--- config.mk ---
export PLATFORM = sky130hd
export DESIGN_NAME = linear_interp_resampler_top
export DESIGN_NICKNAME = d
export VERILOG_FILES = /design/src/design/lirs_pkg.sv /design/src/design/lirs_front.sv /design/src/design/lirs_queue.sv /design/src/design/lirs_back.sv /design/src/design/linear_interp_resampler_top.sv
export VERILOG_INCLUDE_DIRS = /design/src /design/src/design
export SDC_FILE = /design/constraint.sdc
export NUM_CORES = 2
export LEC_CHECK = 0
export BUFFER_PORTS_ARGS = -buffer_cell sky130_fd_sc_hd__buf_2
export CORE_ASPECT_RATIO = 0.6
export CORE_MARGIN = 1.5
export CORE_UTILIZATION = 65
export CTS_CLUSTER_DIAMETER = 100
export DETAILED_ROUTE_END_ITERATION = 7
export PLACE_DENSITY = 0.95
export SLEW_MARGIN = 15
export SYNTH_ARGS = -nofsm -noshare
export SYNTH_HDL_FRONTEND = slang
export SYNTH_SLANG_ARGS = --single-unit
--- constraint.sdc ---
create_clock -name clock -period 12.4 [get_ports clock]
set_input_delay 2.48 -clock clock [delete_from_list [all_inputs] [get_ports clock]]
set_output_delay 2.48 -clock clock [all_outputs]
set_load 0.02 [all_outputs]
--- src/design/assert_macros.svh ---
// ---------------------------------------------------------------------------
// Assertion macros
// Shared concurrent assertion forms, clocked on the rising edge of clock and
// disabled while reset is high.
// ---------------------------------------------------------------------------
`ifndef ASSERT_MACROS_SVH
`define ASSERT_MACROS_SVH

// The condition must never hold at any clock edge outside reset.
`define ASSERT_NEVER(label, expr, msg) \
   label: assert property (@(posedge clock) disable iff (reset) !(expr)) else $error(msg);

// Whenever the trigger holds, the consequence must hold in the same cycle.
`define ASSERT_IMPLIES(label, trig, cons, msg) \
   label: assert property (@(posedge clock) disable iff (reset) (trig) |-> (cons)) \
      else $error(msg);

`endif

--- src/design/lirs_pkg.sv ---
// ---------------------------------------------------------------------------
// Linear interpolation resampler package
// Widths, register indexes and word types shared by the resampler modules.
// ---------------------------------------------------------------------------
`default_nettype none

package lirs_pkg;

   // Sample and phase widths.
   localparam int SAMPLE_BITS = 24;
   localparam int FRAC_BITS   = 16;
   localparam int PHASE_BITS  = FRAC_BITS + 3;
   localparam int MAX_OUTS    = 6;
   localparam int CNT_BITS    = 3;

   // Configuration port widths.
   localparam int ADDR_BITS = 3;
   localparam int DATA_BITS = 32;

   // Phase constants in Q16.
   localparam logic [PHASE_BITS-1:0] PHASE_ONE  = PHASE_BITS'(1) << FRAC_BITS;
   localparam logic [PHASE_BITS-1:0] PHASE_MAX  = '1;
   localparam logic [PHASE_BITS-1:0] STEP_RESET = PHASE_ONE;

   // Register indexes, taken from the word address bit.
   localparam logic REG_PHASE_STEP = 1'b0;
   localparam logic REG_MONO_INPUT = 1'b1;

   typedef struct packed {
      logic signed [SAMPLE_BITS-1:0] left_sample;
      logic signed [SAMPLE_BITS-1:0] right_sample;
      logic                          restart;
   } req_word_type;

   typedef struct packed {
      logic signed [SAMPLE_BITS-1:0] out_left;
      logic signed [SAMPLE_BITS-1:0] out_right;
      logic                          last_of_run;
   } rsp_word_type;

   // A classified frame waiting in the queue.
   typedef struct packed {
      logic signed [SAMPLE_BITS-1:0] cur_left;
      logic signed [SAMPLE_BITS-1:0] cur_right;
      logic                          restart;
   } qent_type;

   typedef struct packed {
      logic [PHASE_BITS-1:0] phase_step;
      logic                  mono_input;
   } cfg_type;

   typedef struct packed {
      logic not_empty;
      logic full;
   } q_stat_type;

endpackage

`default_nettype wire

--- src/design/lirs_front.sv ---
// ---------------------------------------------------------------------------
// Resampler front end
// Accepts input words, applies the mono setting and hands frames to the queue.
// ---------------------------------------------------------------------------
`default_nettype none

module lirs_front (
   input  wire logic                  clock,
   input  wire logic                  reset,
   input  wire lirs_pkg::cfg_type     cfg,
   input  wire logic                  req_valid,
   output logic                       req_stall,
   input  wire lirs_pkg::req_word_type req_word,
   input  wire lirs_pkg::q_stat_type  q_stat,
   output logic                       q_push,
   output lirs_pkg::qent_type         q_data
);

   logic               hold_valid_ff;
   logic               hold_valid_in;
   lirs_pkg::qent_type hold_ent_ff;
   lirs_pkg::qent_type hold_ent_in;
   logic               accept;

   // The holding stage stalls the input only while it holds a frame and the queue is full.
   assign req_stall = hold_valid_ff && q_stat.full;
   assign accept    = req_valid && !req_stall;
   assign q_push    = hold_valid_ff && !q_stat.full;
   assign q_data    = hold_ent_ff;

   // Classify the word: in mono mode the left sample feeds both channels.
   always_comb begin
      hold_ent_in.cur_left  = req_word.left_sample;
      hold_ent_in.cur_right = cfg.mono_input ? req_word.left_sample : req_word.right_sample;
      hold_ent_in.restart   = req_word.restart;
      if (accept) begin
         hold_valid_in = 1'b1;
      end else if (q_push) begin
         hold_valid_in = 1'b0;
      end else begin
         hold_valid_in = hold_valid_ff;
      end
   end

   // Holding stage registers.
   always_ff @(posedge clock) begin
      if (reset) begin
         hold_valid_ff <= 1'b0;
      end else begin
         hold_valid_ff <= hold_valid_in;
      end
      if (accept) begin
         hold_ent_ff <= hold_ent_in;
      end
   end

endmodule

`default_nettype wire

--- src/design/lirs_queue.sv ---
// ---------------------------------------------------------------------------
// Resampler frame queue
// Two-entry queue between the front end and the interpolation back end.
// ---------------------------------------------------------------------------
`default_nettype none

module lirs_queue (
   input  wire logic                 clock,
   input  wire logic                 reset,
   input  wire logic                 q_push,
   input  wire lirs_pkg::qent_type   q_data,
   input  wire logic                 q_pop,
   output lirs_pkg::qent_type        q_head,
   output lirs_pkg::q_stat_type      q_stat
);

   lirs_pkg::qent_type entries_ff [2];
   logic               wr_ptr_ff;
   logic               wr_ptr_in;
   logic               rd_ptr_ff;
   logic               rd_ptr_in;
   logic [1:0]         count_ff;
   logic [1:0]         count_in;

   assign q_head        = entries_ff[rd_ptr_ff];
   assign q_stat.not_empty = (count_ff != 2'd0);
   assign q_stat.full      = (count_ff == 2'd2);

   // Pointer and count updates.
   always_comb begin
      wr_ptr_in = q_push ? !wr_ptr_ff : wr_ptr_ff;
      rd_ptr_in = q_pop ? !rd_ptr_ff : rd_ptr_ff;
      count_in  = count_ff + 2'(q_push) - 2'(q_pop);
   end

   // Storage and control registers.
   always_ff @(posedge clock) begin
      if (reset) begin
         wr_ptr_ff <= 1'b0;
         rd_ptr_ff <= 1'b0;
         count_ff  <= 2'd0;
      end else begin
         wr_ptr_ff <= wr_ptr_in;
         rd_ptr_ff <= rd_ptr_in;
         count_ff  <= count_in;
      end
      if (q_push) begin
         entries_ff[wr_ptr_ff] <= q_data;
      end
   end

endmodule

`default_nettype wire

--- src/design/lirs_back.sv ---
// ---------------------------------------------------------------------------
// Resampler back end
// Holds the previous frame and the phase, and emits one interpolated output
// word per cycle into the output register while running and not stalled.
// ---------------------------------------------------------------------------
`default_nettype none

module lirs_back (
   input  wire logic                  clock,
   input  wire logic                  reset,
   input  wire lirs_pkg::cfg_type     cfg,
   input  wire lirs_pkg::qent_type    q_head,
   input  wire lirs_pkg::q_stat_type  q_stat,
   output logic                       q_pop,
   output logic                       rsp_valid,
   input  wire logic                  rsp_stall,
   output lirs_pkg::rsp_word_type     rsp_word
);

   localparam int SB = lirs_pkg::SAMPLE_BITS;
   localparam int FB = lirs_pkg::FRAC_BITS;
   localparam int PB = lirs_pkg::PHASE_BITS;
   localparam int CB = lirs_pkg::CNT_BITS;
   localparam int PROD_BITS = SB + FB + 2;

   typedef enum logic [1:0] {
      ST_IDLE = 2'b01,
      ST_RUN  = 2'b10
   } back_state_type;

   back_state_type         state_ff;
   back_state_type         state_in;
   logic                   have_held_ff;
   logic                   have_held_in;
   logic signed [SB-1:0]   held_l_ff;
   logic signed [SB-1:0]   held_l_in;
   logic signed [SB-1:0]   held_r_ff;
   logic signed [SB-1:0]   held_r_in;
   logic [PB-1:0]          phase_ff;
   logic [PB-1:0]          phase_in;
   logic signed [SB-1:0]   cur_l_ff;
   logic signed [SB-1:0]   cur_l_in;
   logic signed [SB-1:0]   cur_r_ff;
   logic signed [SB-1:0]   cur_r_in;
   logic [PB-1:0]          ph_ff;
   logic [PB-1:0]          ph_in;
   logic [CB-1:0]          cnt_ff;
   logic [CB-1:0]          cnt_in;
   logic                   rsp_valid_ff;
   logic                   rsp_valid_in;
   lirs_pkg::rsp_word_type rsp_word_ff;
   lirs_pkg::rsp_word_type rsp_word_in;

   logic                   out_free;
   logic                   emit;
   logic                   pop_hv;
   logic [PB-1:0]          pop_phase;
   logic [PB:0]            ph_sum;
   logic [PB-1:0]          ph_next;
   logic                   run_last;
   logic signed [SB-1:0]   prev_r;
   logic signed [SB:0]     diff_l;
   logic signed [SB:0]     diff_r;
   logic signed [FB:0]     frac_s;
   logic signed [PROD_BITS-1:0] prod_l;
   logic signed [PROD_BITS-1:0] prod_r;

   assign rsp_valid = rsp_valid_ff;
   assign rsp_word  = rsp_word_ff;

   // The output register frees up when empty or when its word is taken.
   assign out_free = !rsp_valid_ff || !rsp_stall;
   assign q_pop    = (state_ff == ST_IDLE) && q_stat.not_empty;
   assign emit     = (state_ff == ST_RUN) && out_free;

   // A restart discards the held frame and zeroes the phase.
   assign pop_hv    = have_held_ff && !q_head.restart;
   assign pop_phase = q_head.restart ? '0 : phase_ff;

   // Phase advance with saturation at the top of its range.
   assign ph_sum   = {1'b0, ph_ff} + {1'b0, cfg.phase_step};
   assign ph_next  = ph_sum[PB] ? lirs_pkg::PHASE_MAX : ph_sum[PB-1:0];
   assign run_last = (ph_next >= lirs_pkg::PHASE_ONE) ||
                     (cnt_ff == CB'(lirs_pkg::MAX_OUTS - 1));

   // Interpolation datapath: held + floor((cur - held) * frac / 2^FRAC_BITS).
   always_comb begin
      prev_r = cfg.mono_input ? held_l_ff : held_r_ff;
      diff_l = (SB+1)'(cur_l_ff) - (SB+1)'(held_l_ff);
      diff_r = (SB+1)'(cur_r_ff) - (SB+1)'(prev_r);
      frac_s = $signed({1'b0, ph_ff[FB-1:0]});
      prod_l = diff_l * frac_s;
      prod_r = diff_r * frac_s;
      rsp_word_in.out_left    = held_l_ff + prod_l[SB+FB-1:FB];
      rsp_word_in.out_right   = prev_r + prod_r[SB+FB-1:FB];
      rsp_word_in.last_of_run = run_last;
   end

   // Sequencer: take a frame from the queue, then store it, skip it or run its outputs.
   always_comb begin
      state_in     = state_ff;
      have_held_in = have_held_ff;
      held_l_in    = held_l_ff;
      held_r_in    = held_r_ff;
      phase_in     = phase_ff;
      cur_l_in     = cur_l_ff;
      cur_r_in     = cur_r_ff;
      ph_in        = ph_ff;
      cnt_in       = cnt_ff;
      unique case (state_ff)
         ST_IDLE: begin
            if (q_pop) begin
               priority if (!pop_hv) begin
                  // No frame held: store this one and give no output.
                  held_l_in    = q_head.cur_left;
                  held_r_in    = q_head.cur_right;
                  have_held_in = 1'b1;
                  phase_in     = pop_phase;
               end else if (pop_phase >= lirs_pkg::PHASE_ONE) begin
                  // Phase already past this frame: skip it.
                  held_l_in = q_head.cur_left;
                  held_r_in = q_head.cur_right;
                  phase_in  = pop_phase - lirs_pkg::PHASE_ONE;
               end else begin
                  cur_l_in = q_head.cur_left;
                  cur_r_in = q_head.cur_right;
                  ph_in    = pop_phase;
                  cnt_in   = '0;
                  state_in = ST_RUN;
               end
            end
         end
         ST_RUN: begin
            if (emit) begin
               if (run_last) begin
                  phase_in  = (ph_next >= lirs_pkg::PHASE_ONE) ?
                              ph_next - lirs_pkg::PHASE_ONE : '0;
                  held_l_in = cur_l_ff;
                  held_r_in = cur_r_ff;
                  state_in  = ST_IDLE;
               end else begin
                  ph_in  = ph_next;
                  cnt_in = cnt_ff + CB'(1);
               end
            end
         end
         default: begin
            state_in = ST_IDLE;
         end
      endcase
   end

   // Output register valid.
   always_comb begin
      if (emit) begin
         rsp_valid_in = 1'b1;
      end else if (!rsp_stall) begin
         rsp_valid_in = 1'b0;
      end else begin
         rsp_valid_in = rsp_valid_ff;
      end
   end

   // State registers.
   always_ff @(posedge clock) begin
      if (reset) begin
         state_ff     <= ST_IDLE;
         have_held_ff <= 1'b0;
         phase_ff     <= '0;
         rsp_valid_ff <= 1'b0;
      end else begin
         state_ff     <= state_in;
         have_held_ff <= have_held_in;
         phase_ff     <= phase_in;
         rsp_valid_ff <= rsp_valid_in;
      end
      held_l_ff <= held_l_in;
      held_r_ff <= held_r_in;
      cur_l_ff  <= cur_l_in;
      cur_r_ff  <= cur_r_in;
      ph_ff     <= ph_in;
      cnt_ff    <= cnt_in;
      if (emit) begin
         rsp_word_ff <= rsp_word_in;
      end
   end

endmodule

`default_nettype wire

--- src/design/linear_interp_resampler_top.sv ---
// ---------------------------------------------------------------------------
// Linear interpolation resampler
// Converts input frames, at a rate set by the phase step, to stereo output words.
// ---------------------------------------------------------------------------
// Each input word is one audio frame. A frame that gives no output (first
// frame after reset or restart, or a frame skipped because the phase is
// already past it) is only popped. A frame that gives N outputs (one to six)
// is popped and then has them formed in turn, since a single interpolation
// datapath forms one output word per cycle unless the output is stalled. A
// two-entry queue behind the input register lets frames keep arriving while
// outputs are produced or stalled. Configuration is written through the
// register port at byte 0 (phase_step) and byte 4 (mono_input); the user must
// write it only while the block is idle, as the block does not enforce this.
`default_nettype none

`include "assert_macros.svh"

module linear_interp_resampler_top (
   input  wire logic                                clock,
   input  wire logic                                reset,
   input  wire logic                                psel,
   input  wire logic                                penable,
   input  wire logic                                pwrite,
   input  wire logic [lirs_pkg::ADDR_BITS-1:0]      paddr,
   input  wire logic [lirs_pkg::DATA_BITS-1:0]      pwdata,
   output logic [lirs_pkg::DATA_BITS-1:0]           prdata,
   output logic                                     pready,
   input  wire logic                                req_valid,
   output logic                                     req_stall,
   input  wire lirs_pkg::req_word_type              req_word,
   output logic                                     rsp_valid,
   input  wire logic                                rsp_stall,
   output lirs_pkg::rsp_word_type                   rsp_word
);

   localparam int PB = lirs_pkg::PHASE_BITS;
   localparam int DB = lirs_pkg::DATA_BITS;

   lirs_pkg::cfg_type    cfg_ff;
   lirs_pkg::cfg_type    cfg_in;
   logic                 reg_idx;
   logic                 cfg_write;
   logic                 q_push;
   logic                 q_pop;
   lirs_pkg::qent_type   q_data;
   lirs_pkg::qent_type   q_head;
   lirs_pkg::q_stat_type q_stat;

   // Register port: always ready, word address selects the register.
   assign pready    = 1'b1;
   assign reg_idx   = paddr[lirs_pkg::ADDR_BITS-1];
   assign cfg_write = psel && penable && pwrite && pready;

   always_comb begin
      cfg_in = cfg_ff;
      if (cfg_write) begin
         unique case (reg_idx)
            lirs_pkg::REG_PHASE_STEP: cfg_in.phase_step = pwdata[PB-1:0];
            lirs_pkg::REG_MONO_INPUT: cfg_in.mono_input = pwdata[0];
            default: cfg_in = cfg_ff;
         endcase
      end
   end

   // Read data.
   always_comb begin
      unique case (reg_idx)
         lirs_pkg::REG_PHASE_STEP: prdata = DB'(cfg_ff.phase_step);
         lirs_pkg::REG_MONO_INPUT: prdata = DB'(cfg_ff.mono_input);
         default: prdata = '0;
      endcase
   end

   // Configuration registers.
   always_ff @(posedge clock) begin
      if (reset) begin
         cfg_ff.phase_step <= lirs_pkg::STEP_RESET;
         cfg_ff.mono_input <= 1'b0;
      end else begin
         cfg_ff <= cfg_in;
      end
   end

   lirs_front u_front (
      .clock     (clock),
      .reset     (reset),
      .cfg       (cfg_ff),
      .req_valid (req_valid),
      .req_stall (req_stall),
      .req_word  (req_word),
      .q_stat    (q_stat),
      .q_push    (q_push),
      .q_data    (q_data)
   );

   lirs_queue u_queue (
      .clock  (clock),
      .reset  (reset),
      .q_push (q_push),
      .q_data (q_data),
      .q_pop  (q_pop),
      .q_head (q_head),
      .q_stat (q_stat)
   );

   lirs_back u_back (
      .clock     (clock),
      .reset     (reset),
      .cfg       (cfg_ff),
      .q_head    (q_head),
      .q_stat    (q_stat),
      .q_pop     (q_pop),
      .rsp_valid (rsp_valid),
      .rsp_stall (rsp_stall),
      .rsp_word  (rsp_word)
   );

   // The front end never pushes into a full queue, and the back end never
   // pops an empty one.
   `ASSERT_IMPLIES(a_no_overflow, q_push, !q_stat.full, "push into full queue")
   `ASSERT_NEVER(a_no_underflow, q_pop && !q_stat.not_empty, "pop from empty queue")

endmodule

`default_nettype wire
[Word level (Yosys, flattened, before mapping)]
Memories as Yosys holds them, arrays and structs flattened. A register that Yosys moved wholly into a read port is not among the register bits.
Cells that the tools add are included.
Operators by class
  order comparisons: 2
  shift-type cells: 0
  bitwise gates (word level): 3
  equality and inequality tests: 12
  $mul: 2
  $add $sub $neg: 10
  mux-type cells: 50
  div/mod/pow operators: 0
  reduce and logical (&&, ||, !) cells: 27
Operators by type and width (count)
  $mux 24: 12
  $mux 19: 13
  $pmux 24 s2: 2
  $mul 25x17->40: 2
  $pmux 19 s2: 2
  $pmux 32 s2: 1
  $sub 24x24->25: 2
  $add 24x24->24: 2
  $ge 19x17->1 const B: 2
  $sub 19x17->19 const B: 2
  $add 19x19->20: 1
  $mux 3: 5
  $mux 2: 5
  $reduce_and 5->1: 2
  $logic_and 1x1->1: 8
  $mux 1: 8
  $ne 2x1->1 const B: 4
  $logic_not 1->1: 7
  $ne 2x2->1 const B: 3
  $pmux 3 s2: 1
  $reduce_and 6->1: 1
  $reduce_bool 2->1: 3
  $eq 2x2->1 const B: 2
  $pmux 2 s2: 1
  other kinds (11): 15
Word-level totals
  ROM bits: 0
  bits in latches: 0
  logic and storage cells: 129
  memories: 1
  output and inout bits: 84
  input bits: 91
  bits in registers: 264
  bits in writable memories: 98
Memory list
  u_queue.entries_ff: words 2, bits a word 49, rd ports 1, clocked after Yosys merged registers in 1, write ports 1, line lirs_queue.sv:17  | lirs_pkg::qent_type entries_ff [2];

[Longest topological paths before layout]
  depth in word-level cells: 7
  mapped depth: 49
  depth with buffers taken out: 46

[Modules after synthesis]
Synthesis repeated with hierarchy kept, for this count alone.
Second synthesis, totals
  cell total of the unflattened synthesis: 4711
  area total of the unflattened synthesis: 47174.0 um^2
By module, submodules not included
  lirs_back: sequential area each 5475.3 um^2, instances 1, area an instance 40311.2 um^2, cells an instance 4332
  lirs_queue: sequential area each 3042.9 um^2, instances 1, area an instance 3799.9 um^2, cells an instance 173
  lirs_front: sequential area each 1491.4 um^2, instances 1, area an instance 1915.6 um^2, cells an instance 82
  linear_interp_resampler_top: sequential area each 400.4 um^2, instances 1, area an instance 1147.4 um^2, cells an instance 124

[Worst setup path after synthesis]
No wires, ideal clock.
  kind: register to register
  from: register cfg_ff[0] (netlist name)
  to: register u_back.rsp_word_ff (netlist bit u_back.rsp_word[23]) (data pin)
  setup time: 0.265 ns
  data arrival time: 10.868 ns
  stages on the path, launching flop included: 50
  path buffers: 3
  required time: 12.135 ns
  clock period less this slack: 11.133 ns
  path slack: 1.267 ns
  cell sequence: dfxtp_1 clkbuf_1 clkbuf_1 mux2_2 ha_1 fa_1 nor2b_1 o21ai_0 nand2b_1 a21boi_0 o21bai_1 nand2_1 nand2_1 a21oi_1 xnor2_1 clkbuf_1 nand2_1 fa_1 [14 not listed] nor3_1 a31oi_2 nor2b_1 a31o_2 a211oi_1 nor2_1 ha_1 and4_1 a21oi_1 o31ai_1 o41ai_1 o21ai_0 a21o_1 a21oi_1 o21ai_0 a31oi_1 o21ai_0 xor2_1
RTL lines
  start: declaration: line linear_interp_resampler_top.sv:39  | lirs_pkg::cfg_type cfg_ff;
  start signal: assignment: line linear_interp_resampler_top.sv:80  | cfg_ff <= cfg_in;
  end signal: assignment: line lirs_back.sv:184  | rsp_word_ff <= rsp_word_in;
  end: declaration: line lirs_back.sv:51  | lirs_pkg::rsp_word_type rsp_word_ff;

==> flow_summary.json <==
{
  "run_status": "finished, violations left",
  "violations": "design-rule violations, max-capacitance violations, max-slew violations, negative setup slack",
  "critical_path.max_fanout": 16,
  "ff_latch_area_sq_um": 10400,
  "cts.htree.levels": 1,
  "post_cts_hold_buffer_count": 0,
  "site_rows": 75,
  "postSynth.topFlopCell": "sky130_fd_sc_hd__edfxtp_1",
  "slew_violations": 7,
  "cts.clk_slew.worst_paths_ps": 80,
  "global_route_congestion_overflow_total": 0,
  "setup-violations-final": 4,
  "hold-path-endpoint": "u_queue.entries_ff[1][46]",
  "cts_sinks": 363,
  "skew_ps": 43.2,
  "worst_skew_pair.late_latency_ps": 610,
  "effective_utilization_at_floorplan": 0.659,
  "io_pins": 175,
  "finalCritPeriodShare": 1.01,
  "post_synth_instance_area_sq_um": 46300,
  "critPathSlowestCell": "sky130_fd_sc_hd__a311oi_2",
  "crit_path_max_incr_delay_ps": 670,
  "share_of_the_yosys_chip_area_belonging_to_registers": 0.225,
  "max-clock-path-buffers": 3,
  "crit_top_cell": "sky130_fd_sc_hd__fa_1",
  "multi_input_area_sq_um": 31600,
  "worst_hold_startpoint": "u_front.q_data[46]",
  "final_layout_size_suffix_gt1_frac": 0.0995,
  "worstHoldPathType": "flop to flop",
  "portBuffers": 145,
  "wl_per_cell_microns": 23.5,
  "area_growth_pct": 6.50,
  "worst_ep_arrival_time_ps": 12810,
  "synth_cell_type_count": 82,
  "postSynthCellCount": 4622,
  "worst_r2r_endpoint": "u_back.rsp_word[47]",
  "yosys_register_bits": 363,
  "preCtsSetupSlack_ps": -171,
  "track_usage": 0.363,
  "antenna_left": 0,
  "pin_count_of_the_biggest_net_entering_global_routing": 56,
  "worstReg2RegStart": "u_back.held_l_ff[0]",
  "final.setup.worst_slack_ps": -63.5,
  "fin_crit_ps": 12460,
  "viasPerCell": 6.32,
  "finalCoreUtilization": 0.702,
  "tritoncts": "built",
  "placedCellCount": 5604,
  "clk_root_buffer_cell": "sky130_fd_sc_hd__clkbuf_16",
  "dieArea_sq_um": 72900,
  "worst-r2r-cell-count": 40,
  "max-slew-margin-rel": -0.319,
  "vias": 35800,
  "post_synth.cell_area_avg_sq_um": 10.0,
  "worst_setup_path_startpoint": "u_back.held_l_ff[0]",
  "route.detailed.drc": 29,
  "worst-slew-pin-transition_ps": 1960,
  "antenna_found_initial": 10,
  "fillers": 4251,
  "synth_enable_flop_cells": 314,
  "hold_violations": 0,
  "final_nets": 5887,
  "route.final.wire_length_microns": 133000,
  "place.gp.congestion": 0.932,
  "cp.required_ps": 12750,
  "fin_worst_hold_slack_ps": 444,
  "cp-start-kind": "flop",
  "numCtsBuffers": 27,
  "fp.coreArea_sq_um": 70200,
  "critical_path.endpoint_type": "flop",
  "reg2reg_setup_slack_ps": -60,
  "die_width_microns": 348,
  "global_route_wire_length_before_repair_microns": 206000,
  "async_flop_share": 0,
  "timing.fmax_mhz": 80.2,
  "post-dp-hpwl_microns": 93200,
  "layout.cells.non_filler": 5663,
  "hold_path_depth": 0,
  "chipHeight_microns": 210,
  "vias_in_the_first_global_route": 38400,
  "synthesis.yosys.warnings": 0,
  "detailedRoute.firstIterationViolations": 5494,
  "drt_pass1_iterations": 8,
  "worstSetupPathType": "flop to flop",
  "reported_max_cap_violation_count": 1
}
-- cell families (layout without fill, tap and decap cells) --
family          count (synthesis)  in the layout  synth area share
flops                         363            363             0.225
mux                           146            146            0.0348
other cells                     2             17          0.000162
fa+ha+maj                    1079           1079             0.415
xor+xnor                      162            162            0.0312
compound gates                412            412            0.0614
simple gates                 1253           1253             0.134
buf+inv                      1205           1307            0.0992
-- through the flow --
step | instance area, sq um | TNS (ps)
3_5_place_dp | 48200 | -311
2_1_floorplan | 46300 | 0
4_1_cts | 49100 | 0
5_1_grt | 49300 | -1430
3_3_place_gp | 48200 | 0
6_report | 49300 | -167
-- worst max-delay path by stage --
stage / end / cells past startpoint / slack, ps
CTS: u_back.rsp_word[47] / 42 / 30
detailed placement: u_back.rsp_word[24] / 43 / -170
global route: u_back.rsp_word[23] / 45 / -400
floorplan: u_back.rsp_word[23] / 49 / 1270
global placement: u_back.rsp_word[23] / 46 / 260
finish: u_back.rsp_word[47] / 40 / -60
-- metal layers --
layer  routed length, microns  global-route usage  vias to the layer above
met1                    44200               0.460                    17200
met3                    20700               0.115                      922
li1                         -                   -                    14500
met4                    10000               0.215                       10
met5                      108                   0                        -
met2                    57800               0.554                     3223
-- cell usage in the layout, fill, tap and decap left out, types with 7 or more instances in the layout --
cell type / Yosys / routed
sky130_fd_sc_hd__dfxtp_1: 49 / 47
sky130_fd_sc_hd__nand2_1: 556 / 556
sky130_fd_sc_hd__nor2_1: 119 / 118
sky130_fd_sc_hd__conb_1: 2 / 14
sky130_fd_sc_hd__nand4_1: 12 / 12
sky130_fd_sc_hd__xor2_1: 47 / 44
sky130_fd_sc_hd__nand3_1: 18 / 18
sky130_fd_sc_hd__mux2i_1: 27 / 26
sky130_fd_sc_hd__a2bb2o_4: 10 / 10
sky130_fd_sc_hd__and2_1: 315 / 314
sky130_fd_sc_hd__mux2_2: 119 / 119
sky130_fd_sc_hd__o21a_1: 27 / 27
sky130_fd_sc_hd__inv_1: 1020 / 1019
sky130_fd_sc_hd__ha_1: 320 / 320
sky130_fd_sc_hd__nor2b_1: 74 / 73
sky130_fd_sc_hd__or3_1: 11 / 11
sky130_fd_sc_hd__o21ai_1: 3 / 7
sky130_fd_sc_hd__o21ai_0: 76 / 70
sky130_fd_sc_hd__a211oi_1: 14 / 13
sky130_fd_sc_hd__a21oi_1: 124 / 120
sky130_fd_sc_hd__and3b_1: 8 / 8
sky130_fd_sc_hd__a21o_1: 49 / 49
sky130_fd_sc_hd__nand2b_1: 35 / 35
sky130_fd_sc_hd__edfxtp_1: 314 / 314
sky130_fd_sc_hd__fa_1: 759 / 759
sky130_fd_sc_hd__a31oi_1: 13 / 12
sky130_fd_sc_hd__and3_1: 21 / 20
sky130_fd_sc_hd__o31ai_1: 8 / 8
sky130_fd_sc_hd__o21bai_1: 13 / 13
sky130_fd_sc_hd__buf_4: 15 / 92
sky130_fd_sc_hd__xnor2_2: 0 / 8
sky130_fd_sc_hd__buf_2: 2 / 145
sky130_fd_sc_hd__xnor2_1: 113 / 104
sky130_fd_sc_hd__clkbuf_16: 0 / 27
sky130_fd_sc_hd__nor3_1: 41 / 40
sky130_fd_sc_hd__nand3b_1: 13 / 13
-- worst max-delay path, delay by kind of cell, from the launching register on --
family	cells	cell delay, ps
buffers and inverters	4	460
AOI/OAI and AO/OA	18	5270
xor gates and xnor gates	2	330
DFF	1	450
and+or+nand+nor	6	1280
adders and majority gates	10	4430
-- timing repair --
| action | CTS | global route |
|---|---|---|
| setup buffers | 3 | 4 |
| resized for setup | 5 | 32 |
| setup endpoints to repair | 5 | 17 |
| pin swaps | 0 | 3 |
-- layout make-up --
| class | instances | area share |
|---|---|---|
| Antenna cell | 3 | 0.000152 |
| Clock buffer | 30 | 0.0139 |
| Clock inverter | 18 | 0.00343 |
| Inverter | 1020 | 0.0777 |
| Multi-Input combinational cell | 3066 | 0.641 |
| Sequential cell | 363 | 0.211 |
| Tap cell | 924 | 0.0235 |
| Timing Repair Buffer | 239 | 0.0293 |
-- flip-flops by register name, summed over array words and instances, names as in the netlist, 20 cells and up, named ones only --
name and flops:
u_back.cur_r_ff 24, cfg_ff 20, u_queue.entries_ff 98, u_back.held_r_ff 24, u_front.q_data 49, u_back.held_l_ff 24, u_back.rsp_word 49, u_back.cur_l_ff 24
-- cells in the mapped netlist, drive strengths merged, types with 74 or more instances --
cell type / number / area share
clkbuf: 160 / 0.013
mux2: 119 / 0.029
a21oi: 125 / 0.014
inv: 1020 / 0.083
nand2: 556 / 0.045
o21ai: 79 / 0.0085
edfxtp: 314 / 0.20
and2: 316 / 0.043
nor2: 119 / 0.0097
nor2b: 74 / 0.010
fa: 759 / 0.33
xnor2: 113 / 0.021
ha: 320 / 0.087
Power is not shown: default switching activity piles up to over one toggle a cycle in this logic, so the estimate is an artifact.
